===== src/hdl/adaptive_column_encode_selector_assert.svh =====
// Assertion macros for the adaptive column encode selector.
// Included by the top level, which checks its own logic; no other dependencies.
`ifndef ADAPTIVE_COLUMN_ENCODE_SELECTOR_ASSERT_SVH
`define ADAPTIVE_COLUMN_ENCODE_SELECTOR_ASSERT_SVH

`ifndef ASSERT_OFF
`define ACS_ASSERT_IMPL(lbl, clk, rst_n, ante, cons, msg) \
  lbl: assert property (@(posedge clk) disable iff (!rst_n) (ante) |-> (cons)) \
    else $error(msg);
`define ACS_ASSERT_NEXT(lbl, clk, rst_n, ante, cons, msg) \
  lbl: assert property (@(posedge clk) disable iff (!rst_n) (ante) |=> (cons)) \
    else $error(msg);
`else
`define ACS_ASSERT_IMPL(lbl, clk, rst_n, ante, cons, msg)
`define ACS_ASSERT_NEXT(lbl, clk, rst_n, ante, cons, msg)
`endif

`endif


===== src/hdl/acs_pkg.sv =====
// Shared constants, types and helpers of the adaptive column encode selector.
// No dependencies; used by acs_mod and the top level.
`default_nettype none

package acs_pkg;

  localparam int COLUMNS  = 32;
  localparam int SUM_BITS = 48;

  localparam int COL_W    = (COLUMNS > 1) ? $clog2(COLUMNS) : 1;
  localparam int CCOUNT_W = 7;
  localparam int CNT_W    = $clog2(COLUMNS + 1);
  localparam int IN_COL_W = 6;
  localparam int BYTE_W   = 32;
  localparam int LVL_W    = 8;
  localparam int SMP_W    = 16;
  localparam int LIM_W    = 16;
  localparam int CFG_W    = 30;
  localparam int IDX_W    = 3;
  localparam int CC_W     = 64;
  localparam int PER_W    = 31;
  localparam int DIV_CNT_W = $clog2(CC_W);
  localparam int SPLIT    = SUM_BITS / 2;
  localparam int PLO_W    = SPLIT + LIM_W;
  localparam int PHI_W    = SUM_BITS - SPLIT + LIM_W;
  localparam int PROD_W   = SUM_BITS + LIM_W;

  localparam logic [PER_W-1:0]    PERIOD_CAP   = PER_W'(1000000000);
  localparam logic [LVL_W-1:0]    RST_SESSION  = LVL_W'(1);
  localparam logic [SMP_W-1:0]    RST_SAMPLE   = SMP_W'(5);
  localparam logic [LIM_W-1:0]    RST_LIMIT    = LIM_W'(58982);
  localparam logic [PER_W-1:0]    RST_PERIOD   = PER_W'(64);
  localparam logic [CCOUNT_W-1:0] RST_COLCOUNT = CCOUNT_W'(1);

  localparam logic CMD_SAMPLE = 1'b0;
  localparam logic CMD_CHUNK  = 1'b1;

  typedef enum logic [IDX_W-1:0] {
    REG_SESSION_LEVEL  = 3'd0,
    REG_SAMPLE_COUNT   = 3'd1,
    REG_RATIO_LIMIT    = 3'd2,
    REG_INITIAL_PERIOD = 3'd3,
    REG_COLUMN_COUNT   = 3'd4
  } cfg_reg_t;

  typedef enum logic [1:0] {
    S_IDLE,
    S_SAMP,
    S_MUL,
    S_OUT
  } acs_state_t;

  typedef struct packed {
    logic [LVL_W-1:0]    level;
    logic [SUM_BITS-1:0] raw;
    logic [SUM_BITS-1:0] coded;
  } acs_entry_t;

  typedef struct packed {
    logic             start;
    logic [CC_W-1:0]  dividend;
    logic [PER_W-1:0] divisor;
  } acs_mod_req_t;

  typedef struct packed {
    logic             busy;
    logic             done;
    logic [PER_W-1:0] rem;
  } acs_mod_rsp_t;

  function automatic logic [SUM_BITS-1:0] sat_add(input logic [SUM_BITS-1:0] a,
                                                   input logic [BYTE_W-1:0] b);
    logic [SUM_BITS:0] s;
    s = {1'b0, a} + (SUM_BITS + 1)'(b);
    return s[SUM_BITS] ? {SUM_BITS{1'b1}} : s[SUM_BITS-1:0];
  endfunction

endpackage

`default_nettype wire


===== src/hdl/acs_mod.sv =====
// Bit-serial remainder unit: chunk count modulo sampling period, one bit per cycle.
// Depends on acs_pkg.
`default_nettype none

module acs_mod (
  input  logic                  clk,
  input  logic                  rst_n,
  input  acs_pkg::acs_mod_req_t req,
  output acs_pkg::acs_mod_rsp_t rsp
);

  logic                                busy_r, busy_nxt;
  logic                                done_r, done_nxt;
  logic [acs_pkg::DIV_CNT_W-1:0]       cnt_r, cnt_nxt;
  logic [acs_pkg::CC_W-1:0]            dvd_r, dvd_nxt;
  logic [acs_pkg::PER_W-1:0]           dsr_r, dsr_nxt;
  logic [acs_pkg::PER_W-1:0]           rem_r, rem_nxt;
  logic [acs_pkg::PER_W:0]             trial;
  logic [acs_pkg::PER_W:0]             diff;

  always_comb begin
    trial    = {rem_r, dvd_r[acs_pkg::CC_W-1]};
    diff     = trial - {1'b0, dsr_r};
    busy_nxt = busy_r;
    done_nxt = 1'b0;
    cnt_nxt  = cnt_r;
    dvd_nxt  = dvd_r;
    dsr_nxt  = dsr_r;
    rem_nxt  = rem_r;
    if (req.start) begin
      busy_nxt = 1'b1;
      cnt_nxt  = '0;
      dvd_nxt  = req.dividend;
      dsr_nxt  = req.divisor;
      rem_nxt  = '0;
    end else if (busy_r) begin
      rem_nxt = (trial >= {1'b0, dsr_r}) ? diff[acs_pkg::PER_W-1:0]
                                         : trial[acs_pkg::PER_W-1:0];
      dvd_nxt = dvd_r << 1;
      cnt_nxt = cnt_r + acs_pkg::DIV_CNT_W'(1);
      if (cnt_r == acs_pkg::DIV_CNT_W'(acs_pkg::CC_W - 1)) begin
        busy_nxt = 1'b0;
        done_nxt = 1'b1;
      end
    end
  end

  always_ff @(posedge clk) begin
    if (!rst_n) begin
      busy_r <= 1'b0;
      done_r <= 1'b0;
      cnt_r  <= '0;
    end else begin
      busy_r <= busy_nxt;
      done_r <= done_nxt;
      cnt_r  <= cnt_nxt;
    end
  end

  always_ff @(posedge clk) begin
    dvd_r <= dvd_nxt;
    dsr_r <= dsr_nxt;
    rem_r <= rem_nxt;
  end

  assign rsp.busy = busy_r || done_r;
  assign rsp.done = done_r;
  assign rsp.rem  = rem_r;

endmodule

`default_nettype wire


===== config.mk =====
export PLATFORM = sky130hd
export DESIGN_NAME = acs_mod
export DESIGN_NICKNAME = d
export VERILOG_FILES = /design/src/hdl/adaptive_column_encode_selector_assert.svh /design/src/hdl/acs_pkg.sv /design/src/hdl/acs_mod.sv
export SDC_FILE = /design/constraint.sdc
export NUM_CORES = 1
export LEC_CHECK = 0
export BUFFER_PORTS_ARGS = -buffer_cell sky130_fd_sc_hd__buf_2
export CAP_MARGIN = 20
export CORE_MARGIN = 1.5
export CORE_UTILIZATION = 45
export DETAILED_ROUTE_END_ITERATION = 8
export PLACE_DENSITY = 0.67
export REMOVE_ABC_BUFFERS = 1
export SLEW_MARGIN = 20
export SYNTH_ARGS = -nofsm -noshare
export SYNTH_HDL_FRONTEND = slang
export SYNTH_SLANG_ARGS = --single-unit
export TNS_END_PERCENT = 30

===== constraint.sdc =====
create_clock -name clk -period 4.3 [get_ports clk]
set_input_delay 0.645 -clock clk [delete_from_list [all_inputs] [get_ports clk]]
set_output_delay 0.645 -clock clk [all_outputs]
set_load 0.01 [all_outputs]

# Word level (Yosys, flattened, before mapping)
# Index checks and enable logic that the tools add are counted.
totals:
  reg_bits: 134
  output_inout_bits: 33
op_classes:
  reduce_logical: 4
  bitwise_logic: 2
  order_cmp: 1
  addsub: 2
  muxes: 7
  eq_ne: 1
ops:
  columns: ["op", "count"]
  rows:
  - ["$mux 64", 2]
  - ["$ge 32x31->1", 1]
  - ["$mux 31", 1]
  - ["$sub 31x31->31", 1]
  - ["$add 6x1->6 const B", 1]
  - ["$eq 6x6->1 const B", 1]
  - ["$mux 1", 4]
  - ["$reduce_or 3->1", 1]
  - ["$not 1->1", 2]
  - ["$reduce_bool 2->1", 1]
  - ["$reduce_or 2->1", 1]
  - ["$logic_or 1x1->1", 1]

# Longest topological paths before layout
depth:
  word_depth: 4
  ltp_mapped: 13

# Worst setup path after synthesis
# No wires, ideal clock.
synth_timing:
  kind: "input port to flip-flop"
  start: "input req[95] (netlist name)"
  end: "register dvd_r[0] (netlist name) (enable)"
  setup_time_ns: 0.424
  stages: 4
  n_path_buf: 2
  slack_ns: 1.257
  arrival_time_ns: 2.620
  cell_sequence: "clkbuf_1 > inv_1 > clkbuf_1 > nand2_1"
synth_via:
  elab_chain_cells: 1
synth_rtl:
  columns: ["item", "line_no", "rtl"]
  rows:
  - ["start, declared", "acs_mod.sv:8", "input acs_pkg::acs_mod_req_t req,"]
  - ["$reduce_bool 2->1 (no source line)", null, null]
  - ["end signal, assigned", "acs_mod.sv:61", "dvd_r <= dvd_nxt;"]
  - ["end, declared", "acs_mod.sv:15", "logic [acs_pkg::CC_W-1:0] dvd_r, dvd_nxt;"]
# No other way between the ends.
# A chain may end at the register's enable or synchronous reset.

# Worst setup path in the final report
layout_timing:
  start: "register dvd_r[63] (netlist name)"
  end: "register rem_r[19] (netlist name)"
layout_via:
  elab_chain_cells: 2
  elab_cells_between_ends: 3
  classes_between: "add/sub (1); order compare (1); mux (1)"
layout_rtl:
  columns: ["item", "line_no", "rtl"]
  rows:
  - ["$sub 31x31->31 / $ge 32x31->1 (equally long branches)", "acs_mod.sv:23, acs_mod.sv:37", null]
  - ["$mux 31 (*)", "acs_mod.sv:37", "rem_nxt = (trial >= {1'b0, dsr_r}) ? diff[acs_pkg::PER_W-1:0]"]
  - ["end signal, assigned", "acs_mod.sv:63", "rem_r <= rem_nxt;"]
  - ["end, declared", "acs_mod.sv:17", "logic [acs_pkg::PER_W-1:0] rem_r, rem_nxt;"]
# Every way passes the cells marked *; elsewhere a longest branch is shown, timed or not.

==> out/summary.txt <==
Synth area leaders = edfxtp_1, dfxtp_1, mux2_2, ha_1, nand2_1
Drt drc = 0
F_max = 295 MHz
Mapped Cells = 660
CP arrival = 3.74 ns
Post-Syn Area = 7250 µm²
Pre-CTS setup slack = 0.931 ns
# fillers = 1358
Share of the synthesized area in the top cell type = 39.3%
Util after Layout = 54.9%
Sequential cell area = 3630 µm²
Vias per cell = 5.51
CTS resizes = 0
Nets = 914
Average wire per standard cell = 16.7 µm
Critical path launch point = dvd_r[63]
Die X-Extent = 130 µm
Max-Cap Viols = 0
Max clock buf depth = 2
Die area = 16900 µm²
Die height = 130 µm
Post-synthesis async set-or-reset flop share = 0%
Layout cells sized above 1 = 31.9%
DRT iter0 DRCs = 410
Internal reg-to-reg setup slack = 0.91 ns
Worst endpoint required time = 4.65 ns
Worst skew pair latency = 0.43 ns
Vias in the first global route = 5615
Total number of vias = 5573
Top FF cell, synth = edfxtp_1
CP Capture Type = flop
Largest net degree at the start of global routing = 88
Min-Delay Startpoint = req[24]
CP startpoint kind = flop
Register bit total from synthesis = 134
Detailed Route WL = 16.9 mm
Reg2Reg Depth = 11
Clock root cell = clkbuf_16
Antenna Nets Post-Route = 0
Rows = 46
Core Box Area = 15800 µm²
Power Total = 3.62 mW
Multi-input gate area = 3310 µm²
CTS Buf Count = 17
Ant diodes = 0
Synth cell count leaders = edfxtp_1, nand2_1, mux2_2
Post-synth EDFFs = 95
Pwr/cell area = 417 nW/µm²
Final worst setup slack = 0.912 ns
RSZ-0062 raised after global routing = false
Dpl hpwl = 11.5 mm
Global Route Usage Sum = 20.7%
Clock-pin slew of the registers on the worst-case setup and hold paths = 0.06 ns
GP Congestion = 0.915
IO buf count = 130
Hold Fails Final Rpt = 0
Min-delay worst type = in -> reg
Final Max Slew Viols = 0
R2r endpoint = rem_r[19]
Setup TNS = 0 ns
Inst Count DP = 979
Final period utilization = 78.8%
Area leader, netlist = edfxtp_1
DRT Pass-1 Iters = 6
Reg-to-reg startpoint = dvd_r[63]
Clock Sinks = 134
Slew margin rel. = 53.5%
Setup Fix Bufs, Post-CTS = 0
TritonCTS clock tree = yes
Post-Layout Cell Count = 1012
Status = finished, final reports clean
H-tree lvl count = 4
Syn Area/Cell = 11.0 µm²
Initial antenna violation count = 2
Worst-Margin Slew = 0.698 ns
Worst Path Class, Setup = reg -> reg
Hold buffers post-CTS = 0
Critical path endpoint = rem_r[19]
Min Tclk post-route = 3.39 ns
IO Pins = 131
Final setup vio count = 0
Congestion Overflow GR = 0
Worst vdd ir = 0.403 mV
Cell with the most instances after synthesis = edfxtp_1
First-pass GRT wire length = 27.1 mm
Netlist cell types = 66
Synth-to-Final Area Change = 19.7%
Max Clock Skew = 0.00654 ns
Sequential area share after synthesis = 50.1%
Leakage power = 3.54 nW
Initial Utilization = 45.8%
Ys Warns = 0
Worst Path Max Fanout = 31
-- area by class of cell --
cell class / count / area share [%]
sequential: 134 / 41.9
multi-input combinational: 452 / 38.1
clock inverter: 14 / 1.92
tap: 216 / 3.11
timing repair buffer: 135 / 8.18
inverter: 43 / 1.86
clock buffer: 18 / 4.94
-- critical path, stage by stage (launching register included) --
cell,delay (ns)
edfxtp_1,0.36
inv_1,0.05
ha_1,0.22
fa_1,0.40
nand2b_1,0.22
a21oi_1,0.19
o21ai_0,0.15
and3_4,0.21
o211ai_4,0.22
nand2_2,0.44
or4_1,0.65
a41oi_2,0.18
-- cell usage in the layout, fill, tap and decap left out, types with 4 or more instances in the layout --
cell and count:
and3_1 6, nand3_1 13, nor2_1 49, a311oi_2 8
edfxtp_1 95, nand2b_1 6, xor2_1 8, buf_4 5
dfxtp_1 38, clkbuf_16 17, o21ai_0 12, nand4_1 12
o221ai_1 6, a311oi_1 10, buf_2 129, inv_1 43
nor3_1 12, ha_1 32, inv_6 5, a21oi_1 38
a41oi_1 5, a21o_1 10, o211ai_1 8, nor2b_1 6
nand2_1 66, a211oi_1 4, and2_1 4, or3_1 4
o21ai_1 8, mux2_2 64, xnor2_1 13
-- worst min-delay path by stage --
stage / cells after the start / slack, ns / to
after floorplan: 2 / 0.45 / cnt_r[5]
after global placement: 2 / 0.46 / cnt_r[5]
after detailed placement: 2 / 0.50 / cnt_r[5]
after CTS: 1 / 0.38 / dsr_r[16]
after global routing: 1 / 0.38 / dsr_r[11]
final: 1 / 0.39 / dsr_r[24]
-- cells by family after synthesis --
kind of cell,count (synthesis),synth area share [%]
compound gates,139,14.6
xor+xnor,21,2.54
fa+ha+maj,33,5.80
buf+inv,74,4.31
flops,134,50.1
mux,66,10.2
simple gates,193,12.5
-- metrics by stage --
step	hold slack [ns]	cell area, µm²
after global placement	0.463	8060
after CTS	0.377	8660
final	0.392	8680
after floorplan	0.454	7100
after global routing	0.377	8680
after detailed placement	0.495	8060
-- flip-flops by register name, indices dropped and copies added (netlist names) --
register	cells
busy_r	1
cnt_r	6
done_r	1
dsr_r	31
dvd_r	64
rem_r	31
-- per-layer routing --
metal	up-vias	share of wire (%)	track usage, %
met5	-	0.071	0
met3	24	8.4	7.79
met1	2635	42	25.0
li1	2692	-	-
met2	220	48	34.0
met4	2	1.4	7.12
-- report_power, final --
group	internal (mW)	leakage (nW)	switching [mW]
Sequential	1.51	1.27	0.0476
Combinational	0.257	1.99	0.336
Clock	0.871	0.282	0.600
Note: power is estimated with default switching activity, not from simulation.
