$ cat config.mk
export PLATFORM = sky130hd
export DESIGN_NAME = acs_ram
export DESIGN_NICKNAME = d
export VERILOG_FILES = /design/src/hdl/adaptive_column_encode_selector_assert.svh /design/src/hdl/acs_ram.sv
export SDC_FILE = /design/constraint.sdc
export NUM_CORES = 1
export LEC_CHECK = 0
export ABC_CLOCK_PERIOD_IN_PS = 2200
export BUFFER_PORTS_ARGS = -buffer_cell sky130_fd_sc_hd__buf_2
export CORE_AREA = 5 5 143 173
export CTS_CLUSTER_DIAMETER = 30
export DETAILED_ROUTE_END_ITERATION = 8
export DIE_AREA = 0 0 148 178
export SYNTH_ARGS = -nofsm -noshare
export SYNTH_HDL_FRONTEND = slang
export SYNTH_SLANG_ARGS = --single-unit
$ cat constraint.sdc
create_clock -name clk -period 2.2 [get_ports clk]
set_input_delay 0.44 -clock clk [delete_from_list [all_inputs] [get_ports clk]]
set_output_delay 0.44 -clock clk [all_outputs]
set_load 0.02 [all_outputs]
$ cat src/hdl/adaptive_column_encode_selector_assert.svh
// Assertion macros for the adaptive column encode selector.
// Included by the top level, which checks its own logic; no other dependencies.
`ifndef ADAPTIVE_COLUMN_ENCODE_SELECTOR_ASSERT_SVH
`define ADAPTIVE_COLUMN_ENCODE_SELECTOR_ASSERT_SVH

`ifndef ASSERT_OFF
`define ACS_ASSERT_IMPL(lbl, clk, rst_n, ante, cons, msg) \
  lbl: assert property (@(posedge clk) disable iff (!rst_n) (ante) |-> (cons)) \
    else $error(msg);
`define ACS_ASSERT_NEXT(lbl, clk, rst_n, ante, cons, msg) \
  lbl: assert property (@(posedge clk) disable iff (!rst_n) (ante) |=> (cons)) \
    else $error(msg);
`else
`define ACS_ASSERT_IMPL(lbl, clk, rst_n, ante, cons, msg)
`define ACS_ASSERT_NEXT(lbl, clk, rst_n, ante, cons, msg)
`endif

`endif

$ cat src/hdl/acs_ram.sv
// Generic single-port-write, single-port-read RAM with registered read data.
// No dependencies.
`default_nettype none

module acs_ram #(
  parameter int WIDTH = 8,
  parameter int DEPTH = 32
) (
  input  logic                                    clk,
  input  logic                                    we,
  input  logic [((DEPTH > 1) ? $clog2(DEPTH) : 1)-1:0] waddr,
  input  logic [WIDTH-1:0]                        wdata,
  input  logic                                    re,
  input  logic [((DEPTH > 1) ? $clog2(DEPTH) : 1)-1:0] raddr,
  output logic [WIDTH-1:0]                        rdata
);

  logic [WIDTH-1:0] mem_r [DEPTH];
  logic [WIDTH-1:0] rdata_r;

  always_ff @(posedge clk) begin
    if (we) begin
      mem_r[waddr] <= wdata;
    end
    if (re) begin
      rdata_r <= mem_r[raddr];
    end
  end

  assign rdata = rdata_r;

endmodule

`default_nettype wire

# Word-level counts from Yosys, hierarchy flattened
# Memory sizes are Yosys's and may differ from the RTL's. A register that Yosys moved wholly into a read port is not among the register bits.
# Index checks and enable logic that the tools add are counted.
[classes]
shifts = 0
addsub = 0
n_div = 0
n_mux = 2
eq_ne = 0
n_mul = 0
reduce_logical = 0
bitwise = 0
n_lt_le_gt_ge = 0
[ops]
columns = ["cell", "n"]
rows = [
  ["$mux 1", 2],
]
[totals]
out_inout_bits = 8
regBits = 0
mem_bits_rw = 256
rom_bits = 0
inputBits = 21
latchBits = 0
memories = 1
[memory_table]
columns = ["name", "words", "width", "read_ports", "rd_ports_with_merged_regs", "write_ports", "line", "source"]
rows = [
  ["mem_r", 32, 8, 1, 1, 1, "acs_ram.sv:18", "logic [WIDTH-1:0] mem_r [DEPTH];"],
]

# Depth between registers and ports, before layout
# Gate-level depths: netlist (run 1).
[logic_depth]
word_depth = 2
mapped_depth = 5
mapped_depth_nobuf = 3

# Worst setup path before layout (run 1)
# Ideal clock, no wire load.
[synth_path]
path_type = "input port to flip-flop"
startpoint = "input raddr[2] in the netlist's numbering"
endpoint = "register rdata_r[0], in the netlist rdata[0] (read register of mem_r), data pin"
n_path_buf = 2
required_ns = 1.940
path_slack_ns = -0.182
t_arrival_ns = 2.122
cell_stages = 5
cell_sequence = "clkbuf_1 > clkbuf_1 > mux4_2 > mux4_2 > mux2_2"
[synth_rtl]
columns = ["element", "line", "source"]
rows = [
  ["start, declared", "acs_ram.sv:14", "input logic [((DEPTH > 1) ? $clog2(DEPTH) : 1)-1:0] raddr,"],
  ["end, declared", "acs_ram.sv:19", "logic [WIDTH-1:0] rdata_r;"],
]

==> metrics, run 1 <==
max-slew violations=0; most frequent cells in the layout=edfxtp_1, mux4_2, buf_4; antenna cells=0; die area=26340 sq um; DRC violations left=0; Hold Fails Final Rpt=0; clk slew on worst S/H paths=50 ps; sequential area share after synthesis=78.23%; slew of the pin with the lowest slew margin=621.7 ps; pin count of the biggest net entering global routing=33; # nets final=528; H-Tree Depth=2; Total Power=11.42 mW; CP arrival=2280 ps; Yosys cell types=14; status=finished, final reports clean; crit share post-route=93.28%; Avg Cell Area, Syn=24.30 sq um; CTS tree=done; total vias in the final route=4528; Worst Hold End=rdata[2]$_DFFE_PP_; Core Region=22820 sq um; P&R area growth vs syn=19.13%; Synth Register Bits=264; critical path class=primary input to register; Non-Filler Instances=811; CTS resizes=0; Total GRT Usage=16.00%; Post-Syn Nets=438; setup_tns=0 ps; Fmax achieved=487.3 MHz; RePlAce Congestion=0.7369; hold-fix buffers at CTS=0; hold path cells=1; RSZ-0062 raised after global routing=no; std cell rows=61; Final setup viols=0; Filler cells=1703; Longest Clk Path Bufs=3; Max rail drop VDD=0.4717 mV; Antenna Nets Post-Route=0; Port Buffers=28; r2r startpoint=mem_r[21][1]$_DFFE_PP_; Chip Width=148 um; Hold Crit Start=re; Max-slew headroom=58.55%; Worst Hold Class=primary input to register; Root Driver=clkbuf_16; leading cell type in the layout, fill and taps excluded=edfxtp_1; Yosys warning count=0; Worst EP required=2420 ps; multi-input logic area=2100 sq um; DR vias/cell=5.583; power density over the cells=946.4 nW/um^2; Startpoint Class=primary input; Final min period=2052 ps; flop2flop setup slack=240 ps; Leak=3.890 nW; Worst Setup End Kind=register; placed cells=753; Netlist Area Pre-Place=10130 sq um; Pre-antenna DRT Iters=5; synthesized instance count=417; Num CTS Buffers=35; max-cap violation count=0; R2R cell count=3; layout cells sized above 1=39.96%; first-pass GRT wire length=30910 um; post-DR wirelength/cell=25.20 um; die height=178 um; hpwl dp=13190 um; final wirelength=20440 um; DP Area=10990 sq um; CP Max Fanout=22; r2r endpoint=rdata[1]$_DFFE_PP_; # Post-CTS Setup Buffers=0; insertion delay of the later-clocked pin in the worst-skew pair=490 ps; number of global-route vias before repair=4821; Starting Density=44.40%; clock sink count=264; I/O pin count=29; number of antenna violations at the first check in global routing=0; register area=7928 sq um; Post-Layout Inst Area=12070 sq um; grt ovf=0; Iter 0 DRT Violations=430; Finished Core Util=52.90%; Max Clock Skew=13.28 ps
[logic make-up after synthesis]
kind of cell           share of synthesized area (%)
AND/OR/NAND/NOR                                2.050
multiplexers                                   18.67
buffers and inverters                          1.049
flip-flops                                     78.23
[power breakdown]
part | switching, mW | internal (mW) | total (mW)
Combinational | 0.310 | 0.259 | 0.569
Clock | 1.94 | 3.28 | 5.22
Sequential | 0.0198 | 5.62 | 5.64
Total | 2.27 | 9.16 | 11.4
[layer usage]
layer	part of all wire, %	wire [um]	global-route usage, %
met1	44	8995	23.31
met2	50	10150	25.80
met3	4.8	982	2.592
met4	1.5	306	3.889
met5	0	0	0
[state kept, by name (all words and copies together) (netlist names)]
signal	cells
mem_r	256
rdata	8
[how the worst max path moves through the flow]
stage	endpoint	startpoint	slack [ps]	cells past startpoint
after floorplan	rdata[0]$_DFFE_PP_	raddr[0]	20	5
after global placement	rdata[0]$_DFFE_PP_	raddr[0]	-320	5
after global routing	rdata[0]$_DFFE_PP_	raddr[0]	110	5
after detailed placement	rdata[0]$_DFFE_PP_	raddr[0]	-350	5
final	rdata[0]$_DFFE_PP_	raddr[0]	150	5
after CTS	rdata[0]$_DFFE_PP_	raddr[0]	140	5
[synthesized netlist by cell type (all sizes together)]
master,number,share of area (%)
nand3b,5,0.37
clkbuf,6,0.22
mux2,8,0.89
mux4,80,18
or3,1,0.062
or3b,3,0.26
nand2,1,0.037
nand3,2,0.099
nor2,33,1.2
buf,14,0.83
edfxtp,264,78
[metrics by stage]
step / hold WS, ps / setup slack [ps]
5_1_grt: 327.6 / 109.6
2_1_floorplan: 538.9 / 23.64
4_1_cts: 321.3 / 137.8
6_report: 328.5 / 147.9
3_3_place_gp: 815.8 / -323.7
3_5_place_dp: 815.5 / -354.5
[final cells by class]
class	instances	share of cell area, %
sequential	264	65.67
multi-input combinational	133	17.39
clock buffer	41	7.442
timing repair buffer	73	5.017
tap	283	2.933
clock inverter	17	1.544
[worst max-delay path, stage by stage]
cell and delay, ps:
buf_4 180, buf_12 240, mux4_2 560, mux4_2 530, mux2_2 290
(Power assumes the default switching activity.)
==> inputs of run 2 (changes only) <==
- CORE_AREA: 5 5 143 173 -> 5 5 130 157
- DIE_AREA: 0 0 148 178 -> 0 0 135 162
- PLACE_DENSITY_LB_ADDON: unset -> 0.25
- SLEW_MARGIN: unset -> 10
==> run 2 against run 1 <==
Net effect:
- utilization is 13 points higher
- critical endpoint is now rdata[6]$_DFFE_PP_
- critical path type unchanged
- critical path depth did not move
- largest cell class unchanged
- sequential cell count did not move
- global-route usage grew 4.0 points
==> metrics, run 2 (same netlist as run 1, synthesis figures left out) <==
P&R area growth vs syn=20.71%; # nets final=530; P_sw=2.573 mW; Worst Setup End Kind=register; largest reg by FF count=mem_r; CTS tree=done; Port Buffers=28; CP Max Fanout=11; Longest Clk Path Bufs=3; critical path class=primary input to register; total vias in the final route=4655; number of antenna violations at the first check in global routing=0; WP depth=5; Int Power=9.784 mW; H-Tree Depth=2; hpwl dp=12930 um; CTS resizes=0; cells along the critical path=buf_4, buf_4, mux4_2, mux4_2, mux2_2; largest stage delay on the critical path=550 ps; Num CTS Buffers=38; Iter 0 DRT Violations=412; hold path cells=1; Max rail drop VDD=0.6768 mV; grt ovf=0; clk slew on worst S/H paths=50 ps; Core Region=18650 sq um; first-pass GRT wire length=32020 um; I/O pin count=29; pin count of the biggest net entering global routing=33; std cell rows=55; die area=21870 sq um; combinational share of power=4.5%; hold-fix buffers at CTS=0; # Post-CTS Setup Buffers=0; RePlAce Congestion=0.7436; post-DR wirelength/cell=26.18 um; Pre-antenna DRT Iters=4; r2r endpoint=rdata[6]$_DFFE_PP_; slew of the pin with the lowest slew margin=616.8 ps; power density over the cells=1010 nW/um^2; Max Clock Skew=13.14 ps; sequential share of power=45.6%; Chip Width=135 um; Total Power=12.36 mW; Final setup viols=0; number of global-route vias before repair=5038; status=finished, final reports clean; placed cells=725; Clock power frac=49.8%; PnR worst setup slack=164.0 ps; clock sink count=264; Total GRT Usage=20.01%; R2R cell count=3; Leak=4.003 nW; CP delay by family, top=multiplexers; net switching fraction of the power=20.82%; Root Driver=clkbuf_16; layout cells sized above 1=42.57%; Filler cells=1165; Place WS=-339.5 ps; DR vias/cell=5.863; max-cap violation count=0; Max-slew headroom=58.88%; Startpoint Class=primary input; leading cell type in the layout, fill and taps excluded=edfxtp_1; Slowest cell on crit path=mux4_2; Starting Density=54.34%; Finished Core Util=65.59%; antenna cells=0; flop2flop setup slack=210 ps; Hold Crit Start=re; most frequent cells in the layout=edfxtp_1, mux4_2, clkbuf_16; final wirelength=20790 um; crit share post-route=92.55%; Worst EP required=2440 ps; die height=162 um; max reg flops=256; DRC violations left=0; Buf/Inv on CP=2; CP arrival=2280 ps; Final min period=2036 ps; r2r startpoint=mem_r[7][6]$_DFFE_PP_; Antenna Nets Post-Route=0; RSZ-0062 raised after global routing=no; max-slew violations=0; Non-Filler Instances=794; Hold Fails Final Rpt=0; Worst Hold End=rdata[0]$_DFFE_PP_; insertion delay of the later-clocked pin in the worst-skew pair=510 ps; Worst Hold Class=primary input to register; Fmax achieved=491.2 MHz
==> run 2: cell count changes in the layout (fill, tap and decap cells not counted), sizes merged <==
| cell | delta |
|---|---|
| inv | +5 |
| bufinv | +1 |
| clkinv | +4 |
| buf | -1 |
| clkbuf | +2 |
| clkinvlp | -1 |
==> run 2: worst reg2reg max path: stages, from the launching register on <==
cell	delay, ps
edfxtp_1	380
mux4_2	530
mux4_2	520
mux2_2	300
==> run 2: through the flow <==
stage | cell area (sq um) | setup TNS, ps | hold slack [ps]
3_3_place_gp | 10910 | -2242 | 820.6
3_5_place_dp | 10910 | -2335 | 824.0
6_report | 12230 | 0 | 323.1
5_1_grt | 12230 | 0 | 309.1
4_1_cts | 12230 | 0 | 307.6
2_1_floorplan | 10240 | 0 | 538.9
==> run 2: layout make-up <==
cell class / count / area, sq um / share of cell area (%)
clock inverters: 26 / 290.3 / 2.373
multi-input cells: 133 / 2100 / 17.16
clock buffers: 43 / 1033 / 8.449
repair buffers: 72 / 560.5 / 4.583
well taps: 256 / 320.3 / 2.619
flip-flops and latches: 264 / 7928 / 64.81
==> run 2: power groups by stage <==
stage | clock network (mW) | registers [mW] | logic, mW
floorplan | 0 | 5.75 | 0.322
CTS | 6.24 | 5.64 | 0.570
global placement | 0 | 5.74 | 0.546
global route | 6.51 | 5.64 | 0.598
detailed placement | 0 | 5.74 | 0.563
finish | 6.16 | 5.64 | 0.560
==> run 2: how the worst max path moves through the flow <==
stage | startpoint | to | slack, ps
6_report | raddr[0] | rdata[6]$_DFFE_PP_ | 160
2_1_floorplan | raddr[0] | rdata[0]$_DFFE_PP_ | 20
3_5_place_dp | raddr[0] | rdata[4]$_DFFE_PP_ | -340
5_1_grt | raddr[0] | rdata[6]$_DFFE_PP_ | 120
4_1_cts | raddr[0] | rdata[6]$_DFFE_PP_ | 160
3_3_place_gp | raddr[0] | rdata[6]$_DFFE_PP_ | -330
==> run 2: layer usage <==
layer | global-route usage (%) | part of all wire [%]
met1 | 29.63 | 42
met5 | 0 | 0
met3 | 3.129 | 6.5
met2 | 31.16 | 50
met4 | 6.783 | 2.5
==> inputs of run 3 (changes only) <==
- ABC_CLOCK_PERIOD_IN_PS: 2200 -> 1820
- clock period: 2.2 -> 1.82 ns (I/O delays scaled with it)
==> run 3 against run 2 <==
Net effect:
- the flow now finishes with violations (setup timing)
- clock power increased by 22%
- count of clock-buffer cells in the layout decreased by 1
- clock skew increased by 4.3 ps
- worst setup slack got worse by 330 ps
- power increased by 21%
- combinational power increased by 23%
- final cell count decreased by 0.25%
- register-to-register slack got worse by 380 ps
- via count decreased by 0.64%
- first-iteration DRC count increased by 35%
- wire length decreased by 1.2%
- critical endpoint is now rdata[2]$_DFFE_PP_
==> metrics, run 3 (same netlist as run 1, synthesis figures left out) <==
r2r startpoint=mem_r[23][2]$_DFFE_PP_; net switching fraction of the power=19.76%; insertion delay of the later-clocked pin in the worst-skew pair=510 ps; Final min period=1988 ps; Starting Density=54.34%; Max-slew headroom=58.12%; I/O pin count=29; grt ovf=0; final wirelength=20540 um; r2r endpoint=rdata[2]$_DFFE_PP_; Worst Setup End Kind=register; Antenna Nets Post-Route=0; Fmax achieved=503.0 MHz; leading cell type in the layout, fill and taps excluded=edfxtp_1; die area=21870 sq um; Iter 0 DRT Violations=558; RePlAce Congestion=0.7493; hold-fix buffers at CTS=0; largest reg by FF count=mem_r; number of global-route vias before repair=4971; Max rail drop VDD=0.8555 mV; most frequent cells in the layout=edfxtp_1, mux4_2, clkbuf_16; std cell rows=55; max reg flops=256; Total Power=15.00 mW; number of antenna violations at the first check in global routing=0; WP depth=3; Startpoint Class=register; Setup crit end=rdata[2]$_DFFE_PP_; Longest Clk Path Bufs=3; die height=162 um; PnR worst setup slack=-168.0 ps; CP arrival=2230 ps; largest stage delay on the critical path=540 ps; RSZ-0062 raised after global routing=yes; CP delay by family, top=multiplexers; # nets final=530; Num CTS Buffers=37; Post-Layout Inst Area=12270 sq um; max-slew violations=0; Pre-antenna DRT Iters=4; antenna cells=0; critical path class=register to register; DP Area=10930 sq um; pin count of the biggest net entering global routing=33; CP Max Fanout=1; clock sink count=264; Worst Hold Class=primary input to register; Hold WS=246.2 ps; hpwl dp=12930 um; Slowest cell on crit path=mux4_2; Root Driver=clkbuf_16; Total GRT Usage=19.53%; max-cap violation count=0; Clock power frac=49.9%; slew of the pin with the lowest slew margin=628.2 ps; critical path's most frequent cell=mux4_2; Filler cells=1193; setup_tns=-1091 ps; Max Clock Skew=17.45 ps; Final setup viols=8; P&R area growth vs syn=21.06%; Worst EP required=2060 ps; failing checks=setup timing; CTS tree=done; clk slew on worst S/H paths=50 ps; # Post-CTS Setup Buffers=0; Chip Width=135 um; Critical path origin=mem_r[23][2]$_DFFE_PP_; first-pass GRT wire length=31090 um; Place WS=-628.4 ps; crit share post-route=109.2%; Port Buffers=28; R2R cell count=3; combinational share of power=4.6%; Leak=4.018 nW; DRC violations left=0; H-Tree Depth=2; P_sw=2.964 mW; layout cells sized above 1=41.79%; cells along the critical path=mux4_2, mux4_2, mux2_2; CTS resizes=3; Buf/Inv on CP=0; Int Power=12.04 mW; DR vias/cell=5.840; flop2flop setup slack=-170 ps; power density over the cells=1223 nW/um^2; status=finished with violations; Hold Fails Final Rpt=0; total vias in the final route=4625; sequential share of power=45.5%; post-DR wirelength/cell=25.93 um; Core Region=18650 sq um
run 3: cell count changes in the layout (fill, tap and decap cells not counted), sizes merged:
cell      change
buf           +1
bufinv        +3
clkbuf        -1
clkinv        -4
clkinvlp      +2
inv           -3
run 3: how the worst min path moves through the flow:
stage	start	cells past startpoint	slack, ps	to
after floorplan	wdata[0]	0	460	mem_r[0][0]$_DFFE_PP_
after global placement	re	1	750	rdata[0]$_DFFE_PP_
after detailed placement	re	1	750	rdata[1]$_DFFE_PP_
after CTS	re	1	230	rdata[4]$_DFFE_PP_
after global routing	re	1	230	rdata[7]$_DFFE_PP_
final	re	1	250	rdata[4]$_DFFE_PP_
run 3: layout make-up:
type | count | area [sq um] | area share (%)
clock buffers | 42 | 987.2 | 8.047
well taps | 256 | 320.3 | 2.611
clock inverters | 24 | 334.1 | 2.723
flip-flops and latches | 264 | 7928 | 64.62
multi-input cells | 133 | 2118 | 17.27
repair buffers | 73 | 580.6 | 4.732
run 3: power by group through the flow:
stage	combinational [mW]	clock (mW)	sequential [mW]
floorplan	0.390	0	6.95
global placement	0.664	0	6.94
detailed placement	0.682	0	6.94
CTS	0.694	7.60	6.82
global route	0.731	7.91	6.82
finish	0.687	7.49	6.82
run 3: layer usage:
layer / vias to the layer above / track usage (%) / wire length (um)
met5: - / 0 / 0
li1: 1979 / - / -
met4: 0 / 5.408 / 400
met3: 37 / 3.284 / 1305
met1: 2426 / 27.50 / 8370
met2: 183 / 32.29 / 10460
run 3: through the flow:
| stage | utilization, % | cells |
|---|---|---|
| 6_report | 65.78 | 792 |
| 3_3_place_gp | 58.60 | 726 |
| 3_5_place_dp | 58.60 | 726 |
| 4_1_cts | 65.74 | 792 |
| 2_1_floorplan | - | 417 |
| 5_1_grt | 65.78 | 792 |
